===== src/rtl/gkp_pkg.sv =====
// Package: shared constants, register indexes and the decoded geometry type.
`timescale 1ns / 1ps
package gkp_pkg;

	// Window depth and derived widths
	localparam int MAX_WINDOW = 32;
	localparam int IDX_W      = $clog2(MAX_WINDOW);
	localparam int CNT_W      = $clog2(MAX_WINDOW + 1);

	// Field widths
	localparam int SYM_W      = 8;
	localparam int WORD_W     = 16;
	localparam int POS_W      = 9;
	localparam int CFG_IDX_W  = 4;
	localparam int CFG_DATA_W = 8;

	// Configuration register indexes
	localparam logic [CFG_IDX_W-1:0] CFG_SYMBOL_BITS   = 4'd0;
	localparam logic [CFG_IDX_W-1:0] CFG_WINDOW_LENGTH = 4'd1;
	localparam logic [CFG_IDX_W-1:0] CFG_GAP_LENGTH    = 4'd2;
	localparam logic [CFG_IDX_W-1:0] CFG_SKIP_COUNT    = 4'd3;

	// Decoded window geometry, shared by all cells
	typedef struct packed {
		logic [SYM_W-1:0] sym_mask;  // symbol bits that survive the 16-bit cut
		logic [3:0]       bits;      // bits per symbol
		logic [4:0]       gap;       // gap length
		logic [CNT_W-1:0] w_eff;     // window span clamped to MAX_WINDOW
		logic [CNT_W-1:0] head;      // newest kept symbols end here
		logic [CNT_W-1:0] tail;      // oldest kept symbols start here
	} gkp_geom_t;

endpackage


===== src/rtl/gkp_if.sv =====
// Interfaces: symbol input, packed word output and configuration write channels.
`timescale 1ns / 1ps

interface gkp_sym_if;
	import gkp_pkg::*;
	logic             valid;
	logic             ready;
	logic [SYM_W-1:0] symbol;
	logic             end_of_sequence;
	modport source (output valid, symbol, end_of_sequence, input ready);
	modport sink   (input valid, symbol, end_of_sequence, output ready);
endinterface

interface gkp_word_if;
	import gkp_pkg::*;
	logic              valid;
	logic              ready;
	logic [WORD_W-1:0] packed_word;
	logic              last;
	modport source (output valid, packed_word, last, input ready);
	modport sink   (input valid, packed_word, last, output ready);
endinterface

interface gkp_cfg_if;
	import gkp_pkg::*;
	logic                  valid;
	logic                  ready;
	logic [CFG_IDX_W-1:0]  index;
	logic [CFG_DATA_W-1:0] data;
	modport source (output valid, index, data, input ready);
	modport sink   (input valid, index, data, output ready);
endinterface


===== src/rtl/gkp_cfg.sv =====
// Configuration registers and decode of the window geometry.
`timescale 1ns / 1ps
module gkp_cfg
	import gkp_pkg::*;
(
	input  logic      clk,
	input  logic      arst_n,
	gkp_cfg_if.sink   cfg,
	output logic [7:0] skip_count,
	output gkp_geom_t geom
);

	logic [3:0] symbol_bits_q;
	logic [5:0] window_length_q;
	logic [4:0] gap_length_q;
	logic [7:0] skip_count_q;

	int w_int, keep_int, head_int, top_int, nb_int;
	logic active, top_ok;

	assign cfg.ready  = 1'b1;
	assign skip_count = skip_count_q;

	// Register writes
	always_ff @(posedge clk or negedge arst_n) begin
		if (!arst_n) begin
			symbol_bits_q   <= 4'd2;
			window_length_q <= 6'd3;
			gap_length_q    <= 5'd0;
			skip_count_q    <= 8'd0;
		end else if (cfg.valid) begin
			unique case (cfg.index)
				CFG_SYMBOL_BITS:   symbol_bits_q   <= cfg.data[3:0];
				CFG_WINDOW_LENGTH: window_length_q <= cfg.data[5:0];
				CFG_GAP_LENGTH:    gap_length_q    <= cfg.data[4:0];
				CFG_SKIP_COUNT:    skip_count_q    <= cfg.data[7:0];
				default: ;
			endcase
		end
	end

	// Geometry decode; the user must keep it static while items flow, the block does not enforce this
	always_comb begin
		w_int    = (int'(window_length_q) > MAX_WINDOW) ? MAX_WINDOW : int'(window_length_q);
		active   = (w_int != 0) && (int'(gap_length_q) < w_int);
		keep_int = active ? (w_int - int'(gap_length_q)) : 1;
		head_int = keep_int / 2;
		top_int  = int'(symbol_bits_q) * (keep_int - 1);
		top_ok   = top_int < WORD_W;
		nb_int   = top_ok ? (WORD_W - top_int) : 0;

		geom.bits  = symbol_bits_q;
		geom.gap   = gap_length_q;
		geom.w_eff = CNT_W'(w_int);
		geom.head  = CNT_W'(head_int);
		geom.tail  = CNT_W'(head_int + int'(gap_length_q));
		if (!active || !top_ok)
			geom.sym_mask = '0;
		else if (nb_int >= SYM_W)
			geom.sym_mask = '1;
		else
			geom.sym_mask = SYM_W'((1 << nb_int) - 1);
	end

endmodule


===== src/rtl/gkp_cell.sv =====
// One window cell: holds a symbol, passes it on, and places its slot in the word.
`timescale 1ns / 1ps
module gkp_cell
	import gkp_pkg::*;
(
	input  logic              clk,
	input  logic              arst_n,
	input  logic [IDX_W-1:0]  idx,
	input  gkp_geom_t         geom,
	input  logic              shift_en,
	input  logic              clear,
	input  logic [SYM_W-1:0]  d_in,
	output logic [SYM_W-1:0]  d_out,
	output logic [WORD_W-1:0] contrib_s1
);

	logic [SYM_W-1:0]   data_q;
	logic [CNT_W-1:0]   idx_ext;
	logic               kept;
	logic [IDX_W-1:0]   slot;
	logic [IDX_W+3:0]   prod;
	logic [3:0]         sh;
	logic [WORD_W-1:0]  ext;

	assign d_out = data_q;

	// Slot of this position among the kept symbols
	always_comb begin
		idx_ext = CNT_W'(idx);
		kept    = (idx_ext < geom.w_eff) && ((idx_ext < geom.head) || (idx_ext >= geom.tail));
		slot    = (idx_ext < geom.head) ? idx : (idx - IDX_W'(geom.gap));
		prod    = (IDX_W + 4)'(geom.bits) * (IDX_W + 4)'(slot);
		sh      = prod[3:0];
		ext     = {{(WORD_W - SYM_W){1'b0}}, d_in & geom.sym_mask};
	end

	// Window shift, cleared after the last symbol
	always_ff @(posedge clk or negedge arst_n) begin
		if (!arst_n)
			data_q <= '0;
		else if (shift_en)
			data_q <= clear ? '0 : d_in;
	end

	// Slot contribution of the incoming symbol
	always_ff @(posedge clk) begin
		if (shift_en)
			contrib_s1 <= kept ? (ext << sh) : '0;
	end

endmodule


===== src/rtl/gapped_kmer_packer.sv =====
// Top level: gapped k-mer packer built from a shifting row of window cells.
//
//  channel   dir  payload                         transfer when
//  cfg       in   index[3:0], data[7:0]           cfg.valid & cfg.ready (ready tied high)
//  symbols   in   symbol[7:0], end_of_sequence    symbols.valid & symbols.ready
//  words     out  packed_word[15:0], last         words.valid & words.ready
//
//  One symbol per cycle while the output does not stall; a word is registered in the
//  cell stage, then goes through the OR tree into the output register.
//  Reset clears the window, position counter, stage valids and loads register defaults.
//  A stalled output holds the word; the cell stage still takes symbols while it holds no valid word.
//  Positions below skip_count produce no word, but still shift the window.
`timescale 1ns / 1ps
module gapped_kmer_packer
	import gkp_pkg::*;
(
	input  logic        clk,
	input  logic        arst_n,
	gkp_cfg_if.sink     cfg,
	gkp_sym_if.sink     symbols,
	gkp_word_if.source  words
);

	gkp_geom_t          geom;
	logic [7:0]         skip_count;
	logic [SYM_W-1:0]   win   [MAX_WINDOW];
	logic [WORD_W-1:0]  contrib [MAX_WINDOW];

	logic [POS_W-1:0]   pos_q;
	logic               emit;
	logic               in_xfer;
	logic               s1_en, out_en;
	logic               s1_valid_s1, last_s1;
	logic               out_valid_q, last_q;
	logic [WORD_W-1:0]  word_q;
	logic [WORD_W-1:0]  word_or;

	gkp_cfg u_cfg (
		.clk        (clk),
		.arst_n     (arst_n),
		.cfg        (cfg),
		.skip_count (skip_count),
		.geom       (geom)
	);

	// Handshake and stage enables
	assign out_en          = !out_valid_q || words.ready;
	assign s1_en           = !s1_valid_s1 || out_en;
	assign symbols.ready   = s1_en;
	assign in_xfer         = symbols.valid && s1_en;
	assign emit            = pos_q >= POS_W'(skip_count);

	// Row of window cells
	for (genvar i = 0; i < MAX_WINDOW; i++) begin : g_cell
		gkp_cell u_cell (
			.clk        (clk),
			.arst_n     (arst_n),
			.idx        (IDX_W'(i)),
			.geom       (geom),
			.shift_en   (in_xfer),
			.clear      (symbols.end_of_sequence),
			.d_in       ((i == 0) ? symbols.symbol : win[(i == 0) ? 0 : i - 1]),
			.d_out      (win[i]),
			.contrib_s1 (contrib[i])
		);
	end

	// Position counter, saturating, cleared after the last symbol
	always_ff @(posedge clk or negedge arst_n) begin
		if (!arst_n)
			pos_q <= '0;
		else if (in_xfer) begin
			if (symbols.end_of_sequence)
				pos_q <= '0;
			else if (pos_q != '1)
				pos_q <= pos_q + 1'b1;
		end
	end

	// Cell stage control
	always_ff @(posedge clk or negedge arst_n) begin
		if (!arst_n)
			s1_valid_s1 <= 1'b0;
		else if (s1_en)
			s1_valid_s1 <= in_xfer && emit;
	end

	always_ff @(posedge clk) begin
		if (in_xfer)
			last_s1 <= symbols.end_of_sequence;
	end

	// OR tree over the cell contributions
	always_comb begin
		word_or = '0;
		for (int j = 0; j < MAX_WINDOW; j++)
			word_or = word_or | contrib[j];
	end

	// Output register
	always_ff @(posedge clk or negedge arst_n) begin
		if (!arst_n)
			out_valid_q <= 1'b0;
		else if (out_en)
			out_valid_q <= s1_valid_s1;
	end

	always_ff @(posedge clk) begin
		if (out_en && s1_valid_s1) begin
			word_q <= word_or;
			last_q <= last_s1;
		end
	end

	assign words.valid       = out_valid_q;
	assign words.packed_word = word_q;
	assign words.last        = last_q;

	// Checks
	a_eos_clears_pos: assert property (@(posedge clk) disable iff (!arst_n)
		in_xfer && symbols.end_of_sequence |=> pos_q == '0)
		else $error("position counter not cleared after last symbol");

	a_eos_clears_win: assert property (@(posedge clk) disable iff (!arst_n)
		in_xfer && symbols.end_of_sequence |=> win[0] == '0)
		else $error("window not cleared after last symbol");

	a_emit_follows_skip: assert property (@(posedge clk) disable iff (!arst_n)
		in_xfer |=> s1_valid_s1 == $past(emit))
		else $error("cell stage valid does not match skip decision");

	a_pos_saturates: assert property (@(posedge clk) disable iff (!arst_n)
		in_xfer && !symbols.end_of_sequence && pos_q == '1 |=> pos_q == '1)
		else $error("position counter wrapped");

endmodule

===== src/flat_wrapper.sv =====
// flat-port wrapper written by rule: the top's interface ports become plain ports
module gapped_kmer_packer_flat import gkp_pkg::*;
  (clk, arst_n, cfg_valid, cfg_index, cfg_data, cfg_ready, symbols_valid, symbols_symbol, symbols_end_of_sequence, symbols_ready, words_valid, words_packed_word, words_last, words_ready);
  gkp_cfg_if cfg_i ();
  gkp_sym_if symbols_i ();
  gkp_word_if words_i ();
  input  logic clk;
  input  logic arst_n;
  input wire logic [$bits(cfg_i.valid)-1:0] cfg_valid;
  input wire logic [$bits(cfg_i.index)-1:0] cfg_index;
  input wire logic [$bits(cfg_i.data)-1:0] cfg_data;
  output wire logic [$bits(cfg_i.ready)-1:0] cfg_ready;
  input wire logic [$bits(symbols_i.valid)-1:0] symbols_valid;
  input wire logic [$bits(symbols_i.symbol)-1:0] symbols_symbol;
  input wire logic [$bits(symbols_i.end_of_sequence)-1:0] symbols_end_of_sequence;
  output wire logic [$bits(symbols_i.ready)-1:0] symbols_ready;
  output wire logic [$bits(words_i.valid)-1:0] words_valid;
  output wire logic [$bits(words_i.packed_word)-1:0] words_packed_word;
  output wire logic [$bits(words_i.last)-1:0] words_last;
  input wire logic [$bits(words_i.ready)-1:0] words_ready;
  assign cfg_i.valid = cfg_valid;
  assign cfg_i.index = cfg_index;
  assign cfg_i.data = cfg_data;
  assign cfg_ready = cfg_i.ready;
  assign symbols_i.valid = symbols_valid;
  assign symbols_i.symbol = symbols_symbol;
  assign symbols_i.end_of_sequence = symbols_end_of_sequence;
  assign symbols_ready = symbols_i.ready;
  assign words_valid = words_i.valid;
  assign words_packed_word = words_i.packed_word;
  assign words_last = words_i.last;
  assign words_i.ready = words_ready;
  gapped_kmer_packer u_core (.clk(clk), .arst_n(arst_n), .cfg(cfg_i), .symbols(symbols_i), .words(words_i));
endmodule

===== config.mk =====
export PLATFORM = sky130hd
export DESIGN_NAME = gapped_kmer_packer_flat
export DESIGN_NICKNAME = d
export VERILOG_FILES = /design/src/rtl/gkp_pkg.sv /design/src/rtl/gkp_if.sv /design/src/rtl/gkp_cfg.sv /design/src/rtl/gkp_cell.sv /design/src/rtl/gapped_kmer_packer.sv /design/src/flat_wrapper.sv
export SDC_FILE = /design/constraint.sdc
export NUM_CORES = 2
export LEC_CHECK = 0
export BUFFER_PORTS_ARGS = -buffer_cell sky130_fd_sc_hd__buf_2
export CORE_UTILIZATION = 60
export CTS_CLUSTER_SIZE = 24
export DETAILED_ROUTE_END_ITERATION = 10
export PLACE_DENSITY = 0.81
export SLEW_MARGIN = 20
export SYNTH_ARGS = -nofsm -noshare
export SYNTH_HDL_FRONTEND = slang
export SYNTH_HIERARCHICAL = 1
export SYNTH_SLANG_ARGS = --single-unit

===== constraint.sdc =====
create_clock -name clk -period 17.93 [get_ports clk]
set_clock_uncertainty 0.1 [all_clocks]
set_input_delay 3.586 -clock clk [delete_from_list [all_inputs] [get_ports clk]]
set_output_delay 3.586 -clock clk [all_outputs]
set_load 0.05 [all_outputs]

## Word-level counts from Yosys, hierarchy flattened

Cells that the tools add are included.

- $add $sub $neg: 39
- $lt $le $gt $ge: 101
- Multiply operators: 33
- Bitwise operators: 64
- Eq/ne operators: 4
- Reductions and logical operators: 83
- Div/mod/pow operators: 0
- Mux-type cells: 70
- Shifts and indexed selects: 33

Operators with widths:

| operator | count |
|---|---|
| $shl 8x4->16 | 32 |
| $or 16x16->16 | 31 |
| $mux 8 | 33 |
| $and 8x8->8 | 32 |
| $lt 5x6->1 const A | 32 |
| $mul 4x5->4 | 32 |
| $mux 5 | 32 |
| $ge 5x6->1 const A | 16 |
| $lt 4x6->1 const A | 16 |
| $sub 5x5->5 const A | 16 |
| $mux 32 | 2 |
| $ge 4x6->1 const A | 8 |
| $lt 3x6->1 const A | 8 |
| $sub 4x5->5 const A | 8 |
| $logic_and 1x1->1 | 36 |
| $logic_or 1x1->1 | 35 |
| $ge 32x5->1 const B | 1 |
| $lt 32x6->1 const B | 1 |
| $mul 5x32->32 | 1 |
| $reduce_bool 32->1 | 1 |
| $shl 1x32->8 const A | 1 |
| $sub 32x2->32 const B | 1 |
| $sub 6x32->32 const A | 1 |
| $ge 3x6->1 const A | 4 |
| other kinds (25) | 47 |

- Bits in read-only memories: 0
- Output and inout bits: 20
- Bits in writable memories: 0
- Logic and storage cells: 500
- Latch bits: 0
- Memories: 0
- Input bits: 26
- Bits in registers: 812

## Logic depth before layout (Yosys ltp)

- Depth in word-level cells: 31
- Depth in mapped cells: 50
- Depth with buffers taken out: 46

## By module

Netlist, hierarchy kept.

By module, submodules not included:

| module | area an instance (um^2) | sequential area each (um^2) | cells an instance | times used |
|---|---|---|---|---|
| gkp_cell | 2,113.3 | 680.7 | 217 | 32 |
| gkp_cfg | 7,704.9 | 579.3 | 1,024 | 1 |
| gapped_kmer_packer | 2,436.1 | 815.8 | 282 | 1 |

## Worst setup path after synthesis

Ideal clock, no wire load.

- Kind: input to register
- From: input words_ready
- To: register u_core.pos_q[8]
- Stages on the path: 6
- Buffers on the path: 0
- Data arrival time: 17,865 ps
- Path slack: -187 ps
- Required time: 17,678 ps
- Path through: and3b_4 > clkinv_4 > nand2_1 > inv_1 > a22oi_1 > o21ai_0

- Cells in the longest elaborated chain, start to end: 4

RTL lines:

| what | RTL line | source |
|---|---|---|
| start: declaration | flat_wrapper.sv:20 | `input wire logic [$bits(words_i.ready)-1:0] words_ready;` |
| $logic_or 1x1->1 | gapped_kmer_packer.sv:47 | `assign out_en = !out_valid_q \|\| words.ready;` |
| $logic_or 1x1->1 | gapped_kmer_packer.sv:48 | `assign s1_en = !s1_valid_s1 \|\| out_en;` |
| via symbols_ready | flat_wrapper.sv:16 | `output wire logic [$bits(symbols_i.ready)-1:0] symbols_ready;` |
| $logic_and 1x1->1 | gapped_kmer_packer.sv:50 | `assign in_xfer = symbols.valid && s1_en;` |
| via u_core.in_xfer | gapped_kmer_packer.sv:31 | `logic in_xfer;` |
| $reduce_and 2->1 (no line) | n/a |  |
| end signal: assignment | gapped_kmer_packer.sv:76 | `pos_q <= pos_q + 1'b1;` |
| end: declaration | gapped_kmer_packer.sv:29 | `logic [POS_W-1:0] pos_q;` |

The timed path passes the listed nets, and every way through them passes these cells.
A chain may end at the register's enable or synchronous reset.

==> results_dict.tcl <==
set metrics [dict create \
    dp_hpwl_um 166000 \
    min_to "u_core/words.last" \
    synthCells 8217 \
    floorplan.initialDensity 0.606 \
    relSlewSlack 0.112 \
    cts_tree "yes" \
    routed_via_density 6.18 \
    hold_violations 0 \
    critical_path.slowest_cell "buf_4" \
    antenna_found_initial 8 \
    fin_crit_ps 13240 \
    min_path_cells 0 \
    reg2regPathDepth 45 \
    area_growth_pct 9.11 \
    arrival_ps 13660 \
    ant_nets 0 \
    clk_latency_ps 730 \
    r2r-start "u_core/u_cfg/window_length_q[5]" \
    num_io_pins 46 \
    min-delay-start "u_core/last_s1" \
    reg2reg_to "u_core/g_cell[16].u_cell/contrib_s1[14]" \
    clockBufferDepth 3 \
    holdWs_ps 333 \
    gp_congestion 0.967 \
    final_common_cell "inv_1" \
    rsz0062_at_grt "false" \
    r2r_setup_slack_ps 4690 \
    cts.repair.resized 0 \
    grt.total_usage 0.349 \
    syn_area_mm2 0.0774 \
    drtPass1Iterations 8 \
    mostFrequentLayoutCells "inv_1 (979), conb_1 (737), ha_1 (732), nand3_1 (671), nand2_1 (569)" \
    dieArea_mm2 0.130 \
    route.detailed.drc 0 \
    path_max_fanout 33 \
    drt_iter0_drc 7478 \
    worstPathRequired_ps 18340 \
    clk_pin_slew_ps 80 \
    grt_pass1_vias 62500 \
    cap_violations 0 \
    clock_sinks 812 \
    numCtsBuffers 91 \
    drive_above_1_share 0.114 \
    htree_num_levels 3 \
    grt_max_degree 192 \
    grt_pass1_wl_um 354000 \
    ys_warn_count 6 \
    num_rows 131 \
    vias 65500 \
    setup_violations 0 \
    cpPeakStageDelay_ps 760 \
    gr-total-overflow 0 \
    syn_area_per_cell_um2 9.42 \
    cp_common_cell "nand2_1" \
    endpoint_kind "flip-flop" \
    root_buffer "clkbuf_16" \
    core_region_area_mm2 0.128 \
    die_w_um 361 \
    fmax_ghz 0.0755 \
    die_h_um 361 \
    criticalPathCategory "flip-flop to flip-flop" \
    hold_buffers 0 \
    wl_um 232000 \
    num-nets-final 9704 \
    design_area_mm2 0.0845 \
    min_path_type "flip-flop to flip-flop" \
    drv_slew 0 \
    place_area_mm2 0.0812 \
    portBuffers 44 \
    timing.final.crit_share 0.739 \
    post_cts_buffers 0 \
    worst_pin_slew_ps 1320 \
    drt-wirelength-per-cell_um 21.9 \
    cp-start-kind "flip-flop" \
    outcome "complete, no violations" \
    setup_tns_ps 0 \
]
==> layer usage <==
layer / GRT usage / share of wire / up-vias
met5: 0 / 0.00033 / -
met4: 0.171 / 0.052 / 6
met3: 0.0607 / 0.099 / 636
met2: 0.550 / 0.44 / 3294
met1: 0.466 / 0.40 / 31600
li1: - / - / 30000
==> flip-flops by register name (all words and copies together), names as in the netlist, 4 cells and up <==
name and flops:
u_core/u_cfg/window_length_q 6, u_core/pos_q 9, u_core/u_cfg/skip_count 8, u_core/g_cell.u_cell/d_out 248, u_core/u_cfg/gap_length_q 5, u_core/g_cell.u_cell/contrib_s1 512
u_core/u_cfg/symbol_bits_q 4, u_core/words.packed_word 16
==> worst max path at each step <==
stage,startpoint,to,slack (ps),cells after the start
2_1_floorplan,words_ready,u_core/g_cell[0].u_cell/contrib_s1[0],3250,4
3_3_place_gp,u_core/u_cfg/window_length_q[5],u_core/g_cell[16].u_cell/contrib_s1[14],5120,45
3_5_place_dp,u_core/u_cfg/window_length_q[5],u_core/g_cell[16].u_cell/contrib_s1[14],5000,45
4_1_cts,u_core/u_cfg/window_length_q[5],u_core/g_cell[16].u_cell/contrib_s1[14],4910,45
5_1_grt,u_core/u_cfg/window_length_q[5],u_core/g_cell[16].u_cell/contrib_s1[14],3850,48
6_report,u_core/u_cfg/window_length_q[5],u_core/g_cell[16].u_cell/contrib_s1[14],4690,45
==> metrics by stage <==
stage               instances   util  worst slack, ps
global placement        10400  0.635             5120
floorplan                8951      -             3250
CTS                     10600  0.660             4910
finish                  10600  0.661             4690
global route            10600  0.661             3850
detailed placement      10400  0.635             5000
==> final cells by class <==
cell class,instances,area [um2]
repair buffers,111,805
multi-input cells,6825,51600
well taps,1662,2080
clock inverters,49,579
inverters,1014,3810
diodes,3,7.51
fillers,10100,43400
clock buffers,121,2620
flip-flops and latches,812,23000
==> worst max-delay path, delay by kind of cell, from the launching register on <==
kind                       cells  cell delay [ps]
and+or+nand+nor               15             4180
buffers and inverters          6             1530
xor gates and xnor gates       1              230
DFF                            1              390
AOI/OAI and AO/OA             13             2940
muxes                          3              890
adders and majority gates      7             2730
Power is left out: the tool's default activity adds up to more than one toggle a clock period on the data nets, which glitch-free logic cannot reach.
